`src/hw/rtl/gunc_pkg.sv`:
```
// ----------------------------------------------------------------------------
// gunc_pkg
// shared types, codes and floating-point helpers for the gradient unscale block
// ----------------------------------------------------------------------------
package gunc_pkg;

    localparam logic [1:0] FMT_FP32 = 2'd0;
    localparam logic [1:0] FMT_FP16 = 2'd1;
    localparam logic [1:0] FMT_BF16 = 2'd2;

    localparam logic       REG_RECIP_SCALE = 1'b0;
    localparam logic       REG_FORMAT      = 1'b1;

    localparam logic [31:0] ONE_BITS = 32'h3F80_0000;
    localparam logic [31:0] QNAN_BITS = 32'h7FC0_0000;

    typedef struct packed {
        logic [31:0] val;
        logic        nonfin;
        logic        restart;
        logic [1:0]  fmt;
        logic        bypass;
    } stage_t;

    function automatic logic is_nan32(input logic [31:0] x);
        is_nan32 = (x[30:23] == 8'hFF) && (x[22:0] != 23'd0);
    endfunction

    function automatic logic [31:0] fp16_to_fp32(input logic [15:0] h);
        logic [4:0]  e;
        logic [9:0]  m;
        logic [9:0]  mn;
        logic [3:0]  lz;
        logic [31:0] r;
        e  = h[14:10];
        m  = h[9:0];
        lz = 4'd0;
        for (int i = 9; i >= 0; i--) begin
            if (m[i] && lz == 4'd0) begin
                lz = 4'(10 - i);
            end
        end
        mn = 10'(m << lz);
        if (e == 5'd31) begin
            r = {h[15], 8'hFF, m, 13'd0};
        end else if (e == 5'd0) begin
            if (m == 10'd0) begin
                r = {h[15], 31'd0};
            end else begin
                r = {h[15], 8'(8'd113 - 8'(lz)), mn, 13'd0};
            end
        end else begin
            r = {h[15], 8'(8'(e) + 8'd112), m, 13'd0};
        end
        fp16_to_fp32 = r;
    endfunction

    function automatic logic [15:0] fp32_to_fp16(input logic [31:0] x);
        logic [7:0]  e;
        logic [23:0] full;
        logic [4:0]  sh;
        logic [23:0] q;
        logic [23:0] rem;
        logic [23:0] half;
        logic [15:0] r;
        logic [15:0] sum;
        e    = x[30:23];
        full = {1'b1, x[22:0]};
        sh   = 5'd13;
        if (e < 8'd113) begin
            sh = 5'(8'd126 - e);
        end
        q    = full >> sh;
        rem  = full & ((24'd1 << sh) - 24'd1);
        half = 24'd1 << (sh - 5'd1);
        if (rem > half || (rem == half && q[0])) begin
            q = q + 24'd1;
        end
        sum = 16'({e - 8'd113, 10'd0}) + 16'(q);
        if (e == 8'hFF) begin
            r = {x[31], (x[22:0] != 23'd0) ? 15'h7E00 : 15'h7C00};
        end else if (e == 8'd0) begin
            r = {x[31], 15'd0};
        end else if (e >= 8'd143) begin
            r = {x[31], 15'h7C00};
        end else if (e >= 8'd113) begin
            r = {x[31], sum[14:0]};
        end else if (e < 8'd102) begin
            r = {x[31], 15'd0};
        end else begin
            r = {x[31], q[14:0]};
        end
        fp32_to_fp16 = r;
    endfunction

    function automatic logic [15:0] fp32_to_bf16(input logic [31:0] x);
        logic [32:0] s;
        s = 33'(x) + 33'h7FFF + 33'(x[16]);
        fp32_to_bf16 = is_nan32(x) ? 16'h7FC0 : s[31:16];
    endfunction

endpackage

```
`src/hw/rtl/gunc_widen.sv`:
```
// ----------------------------------------------------------------------------
// gunc_widen
// input register stage: widens the element to fp32 and flags non-finite values
// ----------------------------------------------------------------------------
module gunc_widen (
    input  logic                 aclk,
    input  logic                 aresetn,
    input  logic                 in_valid,
    output logic                 in_ready,
    input  logic [31:0]          grad_bits,
    input  logic                 restart,
    input  logic [1:0]           fmt,
    input  logic                 bypass,
    output logic                 out_valid,
    input  logic                 out_ready,
    output gunc_pkg::stage_t     out_stage
);
    import gunc_pkg::*;

    logic   valid_reg;
    stage_t stage_reg;
    stage_t stage_next;

    assign in_ready  = !valid_reg || out_ready;
    assign out_valid = valid_reg;
    assign out_stage = stage_reg;

    always_comb begin
        stage_next         = '0;
        stage_next.restart = restart;
        stage_next.fmt     = fmt;
        stage_next.bypass  = bypass;
        case (fmt)
            FMT_FP16: stage_next.val = fp16_to_fp32(grad_bits[15:0]);
            FMT_BF16: stage_next.val = {grad_bits[15:0], 16'd0};
            default:  stage_next.val = grad_bits;
        endcase
        stage_next.nonfin = (stage_next.val[30:23] == 8'hFF);
    end

    always_ff @(posedge aclk) begin
        if (!aresetn) begin
            valid_reg <= 1'b0;
        end else if (in_ready) begin
            valid_reg <= in_valid;
        end
        if (in_valid && in_ready) begin
            stage_reg <= stage_next;
        end
    end
endmodule

```
`src/hw/rtl/gunc_mul.sv`:
```
// ----------------------------------------------------------------------------
// gunc_mul
// fp32 multiply by the inverse scale with round-to-nearest-even
// ----------------------------------------------------------------------------
module gunc_mul (
    input  logic [31:0] a,
    input  logic [31:0] b,
    output logic [31:0] y
);
    import gunc_pkg::*;

    logic        sgn;
    logic [7:0]  ea;
    logic [7:0]  eb;
    logic [23:0] ma;
    logic [23:0] mb;
    logic [4:0]  lza;
    logic [4:0]  lzb;
    logic [47:0] prod;
    logic [47:0] pn;
    logic signed [10:0] ex;
    logic [5:0]  rsh;
    logic [47:0] sticky_mask;
    logic [49:0] pw;
    logic [24:0] mant;
    logic        g;
    logic        st;
    logic [24:0] mr;
    logic [7:0]  eout;

    always_comb begin
        sgn = a[31] ^ b[31];
        ea  = a[30:23];
        eb  = b[30:23];
        ma  = {ea != 8'd0, a[22:0]};
        mb  = {eb != 8'd0, b[22:0]};
        lza = 5'd0;
        lzb = 5'd0;
        for (int i = 22; i >= 0; i--) begin
            if (ma[i] && lza == 5'd0 && ea == 8'd0) begin
                lza = 5'(23 - i);
            end
            if (mb[i] && lzb == 5'd0 && eb == 8'd0) begin
                lzb = 5'(23 - i);
            end
        end
        prod = 48'(ma) * 48'(mb);
        pn   = prod << (6'(lza) + 6'(lzb));
        // exponent of bit 46 position
        ex = 11'(ea) + 11'(ea == 8'd0) + 11'(eb) + 11'(eb == 8'd0) - 11'sd127
             - 11'(lza) - 11'(lzb);
        if (pn[47]) begin
            ex = ex + 11'sd1;
        end else begin
            pn = pn << 1;
        end
        // pn[47] is leading one, value exponent ex
        rsh = 6'd0;
        if (ex < 11'sd1) begin
            rsh = (ex < -11'sd30) ? 6'd32 : 6'(11'sd1 - ex);
        end
        pw          = {pn, 2'b00} >> rsh;
        sticky_mask = (48'd1 << rsh) - 48'd1;
        mant        = {1'b0, pw[49:26]};
        g           = pw[25];
        st          = (pw[24:0] != 25'd0) || ((pn & sticky_mask) != 48'd0);
        mr          = mant + 25'(g && (st || mant[0]));
        if (ex < 11'sd1) begin
            eout = mr[23] ? 8'd1 : 8'd0;
        end else if (mr[24]) begin
            eout = 8'(ex + 11'sd1);
        end else begin
            eout = 8'(ex);
        end
        if (is_nan32(a)) begin
            y = a | 32'h0040_0000;
        end else if (is_nan32(b)) begin
            y = b | 32'h0040_0000;
        end else if ((ea == 8'hFF && b[30:0] == 31'd0) ||
                     (eb == 8'hFF && a[30:0] == 31'd0)) begin
            y = QNAN_BITS;
        end else if (ea == 8'hFF || eb == 8'hFF) begin
            y = {sgn, 8'hFF, 23'd0};
        end else if (a[30:0] == 31'd0 || b[30:0] == 31'd0) begin
            y = {sgn, 31'd0};
        end else if (ex > 11'sd254 || (ex >= 11'sd1 && mr[24] && ex == 11'sd254)) begin
            y = {sgn, 8'hFF, 23'd0};
        end else if (mr[24]) begin
            y = {sgn, eout, mr[23:1]};
        end else begin
            y = {sgn, eout, mr[22:0]};
        end
    end
endmodule

```
`src/hw/rtl/grad_unscale_nonfinite_check.sv`:
```
// ----------------------------------------------------------------------------
// grad_unscale_nonfinite_check
// gradient unscale with sticky non-finite detection for fp32, fp16 and bf16
//
//  channel  | ports                                             | dir
//  s_       | s_valid s_ready s_grad_bits s_restart             | in
//  m_       | m_valid m_ready m_unscaled_bits m_element_nonfinite m_found_any | out
//
//  one word per cycle while m_ready holds; input register, then result register
//  the fp32 multiplier sits between the two registers
//  reset clears valid flags and the found flag, scale resets to 1.0, format to fp32
//  a stalled result register holds the input register, which then stalls s_
// ----------------------------------------------------------------------------
module grad_unscale_nonfinite_check (
    input  logic        aclk,
    input  logic        aresetn,
    input  logic        cfg_we,
    input  logic        cfg_index,
    input  logic [31:0] cfg_data,
    input  logic        s_valid,
    output logic        s_ready,
    input  logic [31:0] s_grad_bits,
    input  logic        s_restart,
    output logic        m_valid,
    input  logic        m_ready,
    output logic [31:0] m_unscaled_bits,
    output logic        m_element_nonfinite,
    output logic        m_found_any
);
    import gunc_pkg::*;

    logic [31:0] recip_scale_reg;
    logic [1:0]  fmt_reg;
    logic        found_reg;
    logic        found_next;
    logic        st_valid;
    logic        st_ready;
    stage_t      st;
    logic [31:0] prod;
    logic [31:0] res;
    logic [31:0] out_next;
    logic        valid_reg;
    logic [31:0] bits_reg;
    logic        nonfin_reg;

    always_ff @(posedge aclk) begin
        if (!aresetn) begin
            recip_scale_reg <= ONE_BITS;
            fmt_reg         <= FMT_FP32;
        end else if (cfg_we) begin
            unique case (cfg_index)
                REG_RECIP_SCALE: recip_scale_reg <= cfg_data;
                REG_FORMAT:      fmt_reg         <= cfg_data[1:0];
                default: ;
            endcase
        end
    end

    gunc_widen u_widen (
        .aclk      (aclk),
        .aresetn   (aresetn),
        .in_valid  (s_valid),
        .in_ready  (s_ready),
        .grad_bits (s_grad_bits),
        .restart   (s_restart),
        .fmt       (fmt_reg),
        .bypass    (recip_scale_reg == ONE_BITS),
        .out_valid (st_valid),
        .out_ready (st_ready),
        .out_stage (st)
    );

    gunc_mul u_mul (
        .a (st.val),
        .b (recip_scale_reg),
        .y (prod)
    );

    assign st_ready = !valid_reg || m_ready;
    assign res      = st.bypass ? st.val : prod;

    always_comb begin
        case (st.fmt)
            FMT_FP16: out_next = {16'd0, fp32_to_fp16(res)};
            FMT_BF16: out_next = {16'd0, fp32_to_bf16(res)};
            default:  out_next = res;
        endcase
        found_next = (found_reg && !st.restart) || st.nonfin;
    end

    always_ff @(posedge aclk) begin
        if (!aresetn) begin
            valid_reg <= 1'b0;
            found_reg <= 1'b0;
        end else begin
            if (st_ready) begin
                valid_reg <= st_valid;
            end
            if (st_valid && st_ready) begin
                found_reg <= found_next;
            end
        end
        if (st_valid && st_ready) begin
            bits_reg   <= out_next;
            nonfin_reg <= st.nonfin;
        end
    end

    assign m_valid             = valid_reg;
    assign m_unscaled_bits     = bits_reg;
    assign m_element_nonfinite = nonfin_reg;
    assign m_found_any         = found_reg;
endmodule
```
`config.mk`:
```
export PLATFORM = sky130hd
export DESIGN_NAME = grad_unscale_nonfinite_check
export DESIGN_NICKNAME = d
export VERILOG_FILES = /design/src/hw/rtl/gunc_pkg.sv /design/src/hw/rtl/gunc_widen.sv /design/src/hw/rtl/gunc_mul.sv /design/src/hw/rtl/grad_unscale_nonfinite_check.sv
export SDC_FILE = /design/constraint.sdc
export NUM_CORES = 2
export LEC_CHECK = 0
export BUFFER_PORTS_ARGS = -buffer_cell sky130_fd_sc_hd__buf_2
export CAP_MARGIN = 20
export CORE_UTILIZATION = 55
export DETAILED_ROUTE_END_ITERATION = 8
export PLACE_DENSITY_LB_ADDON = 0.25
export RECOVER_POWER = 100
export SETUP_SLACK_MARGIN = 0.5
export SYNTH_ARGS = -nofsm -noshare
export SYNTH_HDL_FRONTEND = slang
export SYNTH_SLANG_ARGS = --single-unit
```
`constraint.sdc`:
```
create_clock -name aclk -period 25 [get_ports aclk]
set_clock_uncertainty 0.05 [all_clocks]
set_input_delay 1.25 -clock aclk [delete_from_list [all_inputs] [get_ports aclk]]
set_output_delay 1.25 -clock aclk [all_outputs]
set_load 0.03 [all_outputs]
```
# After elaboration in Yosys (flattened, before gate mapping)
# Cells that the tools add are included.
[op_classes] n_addsub=22 multipliers=1 n_lt_le_gt_ge=9 eq_ne=12 shifts=7 n_mux=97 bitwise_logic=4 n_reduce_logical=193
[op_table] op="$mux W5" count=46
[op_table] op="$logic_not A5 Y1" count=45
[op_table] op="$mux W31" count=6
[op_table] op="$mux W32" count=4
[op_table] op="$pmux W32 S2" count=2
[op_table] op="$logic_and A1 B1 Y1" count=111
[op_table] op="$mux W15" count=7
[op_table] op="$mux W4" count=19
[op_table] op="$reduce_bool A23 Y1" count=3
[op_table] op="$logic_not A31 Y1" count=2
[op_table] op="$shr A50 B6 Y50" count=1
[op_table] op="$and A48 B48 Y48" count=1
[op_table] op="$mul A24 B24 Y48" count=1
[op_table] op="$mux W48" count=1
[op_table] op="$reduce_bool A48 Y1" count=1
[op_table] op="$shl A1 B5 Y24 const A" count=2
[op_table] op="$shl A1 B6 Y48 const A" count=1
[op_table] op="$shl A48 B6 Y48" count=1
[op_table] op="$sub A48 B1 Y48 const B" count=1
[op_table] op="$logic_not A4 Y1" count=9
[op_table] op="$add A32 B1 Y32" count=1
[op_table] op="$add A32 B15 Y32 const B" count=1
[op_table] op="$eq A32 B30 Y1 const B" count=1
[op_table] op="$eq A8 B8 Y1 const B" count=4
[op_table] op="other kinds (50)" count=74
[word_totals] ff_bits=107 in_bits=71 output_inout_bits=36 word_cells=357

# Longest topological paths before layout
[depth] ltp_word=133 depth_mapped=116 mapped_depth_nobuf=101

# Hierarchy
# From an unflattened synthesis, not the netlist that was laid out.
[unflattened] cells_unflattened=5630 hier_area_um2=42634.6
[by_module_without_submodules] mod="gunc_mul" instances=1 cells_each=4421 area_per_inst_um2=32601.3 seq_area_each_um2=0.0
[by_module_without_submodules] mod="grad_unscale_nonfinite_check" instances=1 cells_each=953 area_per_inst_um2=7546.0 seq_area_each_um2=1711.6
[by_module_without_submodules] mod="gunc_widen" instances=1 cells_each=256 area_per_inst_um2=2487.4 seq_area_each_um2=1131.1

# Least setup slack after synthesis
# Ideal clock, no wire load.
[synth_path] path_kind="register to register" from="register u_widen.stage_reg (netlist bit u_widen.out_stage[33])" to="register bits_reg[14], in the netlist m_unscaled_bits[14] (data pin)" setup_time_ps=190 arrival_time_ps=20156 required_ps=24760 path_slack_ps=4604 stages_incl_launch_ff=102 path_buffers=17 synth_period_minus_slack_ps=20396 cell_sequence="edfxtp_1 -> clkbuf_1 -> nor4_1 -> nand3_1 -> clkbuf_1 -> buf_1 -> nand2_1 -> fa_1 -> inv_1 -> ha_1 -> fa_1 -> inv_1 -> fa_1 -> fa_1 -> fa_1 -> inv_1 -> fa_1 -> ha_1 -> [66 not listed] -> nand3b_1 -> a21oi_1 -> inv_1 -> o211a_1 -> and2b_1 -> nand2_1 -> xnor2_1 -> ha_1 -> inv_1 -> fa_1 -> inv_1 -> a21o_1 -> a21oi_1 -> xnor2_1 -> xnor2_1 -> nor2b_1 -> mux2i_1 -> a222oi_1"
[synth_between] elab_chain_len=133 elab_cells_between_ends=180 cone_classes="20 x add/sub; 1 x mul; 9 x order compare; 4 x eq/ne; 6 x shift; 49 x mux; 2 x bitwise; 89 x reduce/logical"
[synth_lines] element="from (decl)" line_no="gunc_widen.sv:21" rtl="stage_t stage_reg;"
[synth_lines] element="from (signal assigned)" line_no="gunc_widen.sv:48" rtl="stage_reg <= stage_next;"
[synth_lines] element="$logic_not A8 Y1" line_no="gunc_mul.sv:40, gunc_mul.sv:50"
[synth_lines] element="$logic_and A1 B1 Y1" line_no="gunc_mul.sv:40" rtl="if (ma[i] && lza == 5'd0 && ea == 8'd0) begin"
[synth_lines] element="$mux W1" line_no="gunc_mul.sv:40"
[synth_lines] element="$logic_not A5 Y1" line_no="gunc_mul.sv:40"
[synth_lines] element="$logic_and A1 B1 Y1 (2 in series)" line_no="gunc_mul.sv:40"
[synth_lines] element="$mux W5" line_no="gunc_mul.sv:40"
[synth_lines] element="$logic_not A5 Y1" line_no="gunc_mul.sv:40"
[synth_lines] element="$logic_and A1 B1 Y1 (2 in series)" line_no="gunc_mul.sv:40"
[synth_lines] element="[101 not listed]"
[synth_lines] element="$mux W31" line_no="gunc_mul.sv:82" rtl="end else if (ea == 8'hFF || eb == 8'hFF) begin"
[synth_lines] element="$mux W32" line_no="gunc_mul.sv:79" rtl="end else if ((ea == 8'hFF && b[30:0] == 31'd0) ||"
[synth_lines] element="$mux W32" line_no="gunc_mul.sv:77" rtl="end else if (is_nan32(b)) begin"
[synth_lines] element="$mux W32" line_no="gunc_mul.sv:75" rtl="if (is_nan32(a)) begin"
[synth_lines] element="$mux W32 (*)" line_no="grad_unscale_nonfinite_check.sv:80" rtl="assign res = st.bypass ? st.val : prod;"
[synth_lines] element="branches (longest 16 deep; another with $sub A24 B1 Y24)"
[synth_lines] element="$pmux W32 S2 (*)" line_no="grad_unscale_nonfinite_check.sv:83" rtl="case (st.fmt)"
[synth_lines] element="named net out_next[14]" line_no="grad_unscale_nonfinite_check.sv:41" rtl="logic [31:0] out_next;"
[synth_lines] element="to (signal assigned)" line_no="grad_unscale_nonfinite_check.sv:104" rtl="bits_reg <= out_next;"
[synth_lines] element="to (decl)" line_no="grad_unscale_nonfinite_check.sv:43" rtl="logic [31:0] bits_reg;"
# Mark *: on every way through the listed nets, which the timed path passes. The select of a mux whose other input is x is not followed.
# A chain may end at the register's enable or synchronous reset.

# Worst setup path after layout
[layout_path] from="register u_widen.stage_reg (netlist bit u_widen.out_stage[32])" to="register bits_reg[14], in the netlist m_unscaled_bits[14] (data pin)"
# Same word-level chain as after synthesis.

==> impl_metrics.csv <==
group,metric,value,unit
run_status,status,"complete, but fails checks",
run_status,violations,"DRC, capacitance limit, slew limit",
synthesis,synth_top_area_frac,0.232,
synthesis,synth_warnings,0,
pwr,switching_power,4.00,mW
floorplanning,fp.dieW,281,um
min_path,holdPathStages,0,
sta,fin_tns_setup,0,ns
layout,regArea,2840,um2
sta,min_period,23.21,ns
setup_path,crit_fanout,53,
global_routing,antenna_found_initial,6,
floorplanning,initial_core_util,0.559,
min_path,worstHoldStart,"u_widen.out_stage[4]$_DFFE_PP_",
synthesis,syn-cell-area,42700,um2
sta,fmax,43.1,MHz
global_routing,track_usage,0.462,
synthesis,synth_edf_count,70,
setup_path,crit_path_start_kind,"register",
min_path,hold_path_end,"m_element_nonfinite$_DFFE_PP_",
placed_design,port_buffers,106,
placed_design,gp_congestion,1.10,
layout,syn_to_final_growth,4.23,%
sta,final_hold_viol_count,0,
sta,rsz0062_at_grt,"false",
floorplanning,core,76500,um2
synthesis,synthFlopType,"edfxtp_1",
floorplanning,io_pins,107,
layout,fillers,7318,
synthesis,synth_area_per_cell,7.39,um2
pwr,total_power,6.01,mW
synthesis,postSynthNetCount,6598,
flow_run,drv_cap,4,
pwr,pwr-share-clk,0.025,
setup_path,r2r_start,"u_widen.out_stage[32]$_DFFE_PP_",
synthesis,syn_inst,5783,
setup_path,crit_path_frequent_cell,"inv_1",
placed_design,dpl.hpwl,140000,um
floorplanning,dieHeight,281,um
drt,routedWlPerCell,27.6,um
global_routing,first_global_vias,44800,
setup_path,rr_endpoint,"m_unscaled_bits[14]$_DFFE_PP_",
global_routing,grt_start_max_net_pins,54,
pwr,p_int,2.01,mW
clocking,cts_inserted_buffers,9,
clocking,cts_tree,"done",
layout,largest_reg_flops,37,
setup_path,slowest_stage,"fa_2",
clocking,clkSinkCount,107,
setup_path,worstSetupPathType,"reg -> reg",
sta,worst_slack,1.79,ns
sta,relSlewSlack,-0.872,
pwr,ir_drop,0.000156,V
layout,drive_above_1_share,0.0682,
pwr,comb_power_share,0.937,
sta,drv_slew,159,
synthesis,synth_seq_cells,107,
sta,final-setup-viol-count,0,
floorplanning,rows,101,
setup_path,reg2reg_depth,97,
pwr,p_leak,18.8,nW
global_routing,overflow,0,
pwr,seq_power_share,0.038,
clocking,clkTransAtPathRegs,0.09,ns
drt,vias,46900,
drt,routed_wl,184000,um
synthesis,synth_top_cell_by_area,"fa_1",
min_path,hp-class,"reg -> reg",
drt,first_iter_violations,6826,
setup_path,cp_data_required_time,25.11,ns
setup_path,max_stage_delay,0.71,ns
drt,final_antenna_net_count,0,
synthesis,yosysSeqAreaShare,0.0665,
layout,nNetsFinal,6469,
setup_path,arrival,23.31,ns
pwr,p_per_area,135,nW/um2
drt,routed_via_density,7.00,
pwr,swShare,0.666,
synthesis,synth_area_leaders,"fa_1 23%, nand2_1 7.6%, ha_1 7.3%, inv_1 5.1%, edfxtp_1 4.9%",
clocking,clockBufferDepth,2,
clocking,insertion_delay,0.37,ns
global_routing,grt_pass1_wl,277000,um
setup_path,endpoint_kind,"register",
placed_design,pre_cts_slack,2.05,ns
synthesis,netlist_top_cells_count,"869 x nand2_1, 578 x inv_1, 496 x fa_1",
drt,drc,1,
drt,dr.pass1.iters,9,
setup_path,startpoint,"u_widen.out_stage[32]$_DFFE_PP_",
synthesis,ys_async_sr_fraction,0,
layout,multi_input_area,36200,um2
synthesis,synth_most_common_cell,"nand2_1",
clocking,cts-root-buf,"clkbuf_16",
clocking,cts_setup_buffers,0,
sta,period_share,0.928,
floorplanning,die_area,78800,um2
setup_path,rrSetupSlack,1.79,ns
synthesis,yosysUniqueCellTypes,115,
sta,tightest_slew,2.80,ns
clocking,htreeDepth,3,
-- worst max-delay path by stage --
stage | cells past startpoint | end | slack (ns)
after floorplan | 101 | m_unscaled_bits[14]$_DFFE_PP_ | 4.60
after global placement | 91 | m_unscaled_bits[14]$_DFFE_PP_ | 2.38
after detailed placement | 91 | m_unscaled_bits[14]$_DFFE_PP_ | 2.05
after CTS | 91 | m_unscaled_bits[14]$_DFFE_PP_ | 2.00
after global routing | 101 | m_unscaled_bits[14]$_DFFE_PP_ | 0.28
final | 97 | m_unscaled_bits[14]$_DFFE_PP_ | 1.79
-- per-layer routing --
layer	vias to the layer above	routed length [um]	track usage	share of wire
met5	-	29	0	0.00016
met4	4	14000	0.291	0.076
met3	845	24300	0.111	0.13
met2	3674	76100	0.678	0.41
met1	22400	70000	0.609	0.38
li1	20000	-	-	-
-- final cells by class --
cell class | instances | share of cell area
flip-flops and latches | 107 | 0.0638
inverters | 584 | 0.0492
multi-input cells | 4679 | 0.813
clock buffers | 9 | 0.00506
clock inverters | 7 | 0.00188
well taps | 1030 | 0.0289
diodes | 2 | 0.000112
repair buffers | 273 | 0.0384
-- power groups by stage --
| stage | clock network, mW | logic, mW | registers (mW) |
|---|---|---|---|
| 2_1_floorplan | 0 | 3.39 | 0.234 |
| 3_3_place_gp | 0 | 5.27 | 0.227 |
| 3_5_place_dp | 0 | 5.25 | 0.228 |
| 4_1_cts | 0.153 | 5.29 | 0.224 |
| 5_1_grt | 0.157 | 5.85 | 0.227 |
| 6_report | 0.152 | 5.63 | 0.225 |
-- stage by stage --
step	hold slack [ns]	util	std cells	area [um2]
after floorplan	0.377	-	5783	42700
after global placement	0.384	0.579	6669	44200
after detailed placement	0.395	0.579	6669	44200
after CTS	0.416	0.583	6685	44500
after global routing	0.435	0.582	6689	44500
final	0.424	0.582	6691	44500
-- worst max-delay path: cells and delay by family, from the launching register on --
family          cells  cell delay, ns
mux                 3            0.50
fa+ha+maj           9            3.09
xor+xnor            5            1.03
compound gates     31            7.94
simple gates       33            6.76
buf+inv            16            3.03
flops               1            0.50
-- placed cells by master, fill, tap and decap left out, drive strengths merged, types with 64 or more instances in the layout --
master  Yosys  routed
nor2      421     421
nand2     870     870
inv       581     584
a21oi     293     293
ha        248     248
edfxtp     70      70
o21ai     235     235
a211oi     89      89
nor3      181     181
mux2i      71      71
nand3     147     147
fa        496     496
nand4      88      88
xnor2      64      64
and2      247     247
buf        80     226
o211ai     89      89
-- repair_timing --
action / CTS / global route
endpoints found under the hold margin: 0 / 0
resized for setup: 0 / 6
hold buffers: 0 / 0
setup endpoints to repair: 0 / 2
-- kinds of logic after synthesis --
kind of cell	after synthesis	synth area share
compound gates	1411	0.232
xor+xnor	99	0.0205
fa+ha+maj	744	0.305
buf+inv	997	0.0900
flops	107	0.0665
mux	103	0.0253
simple gates	2322	0.261
(Power assumes the default switching activity.)
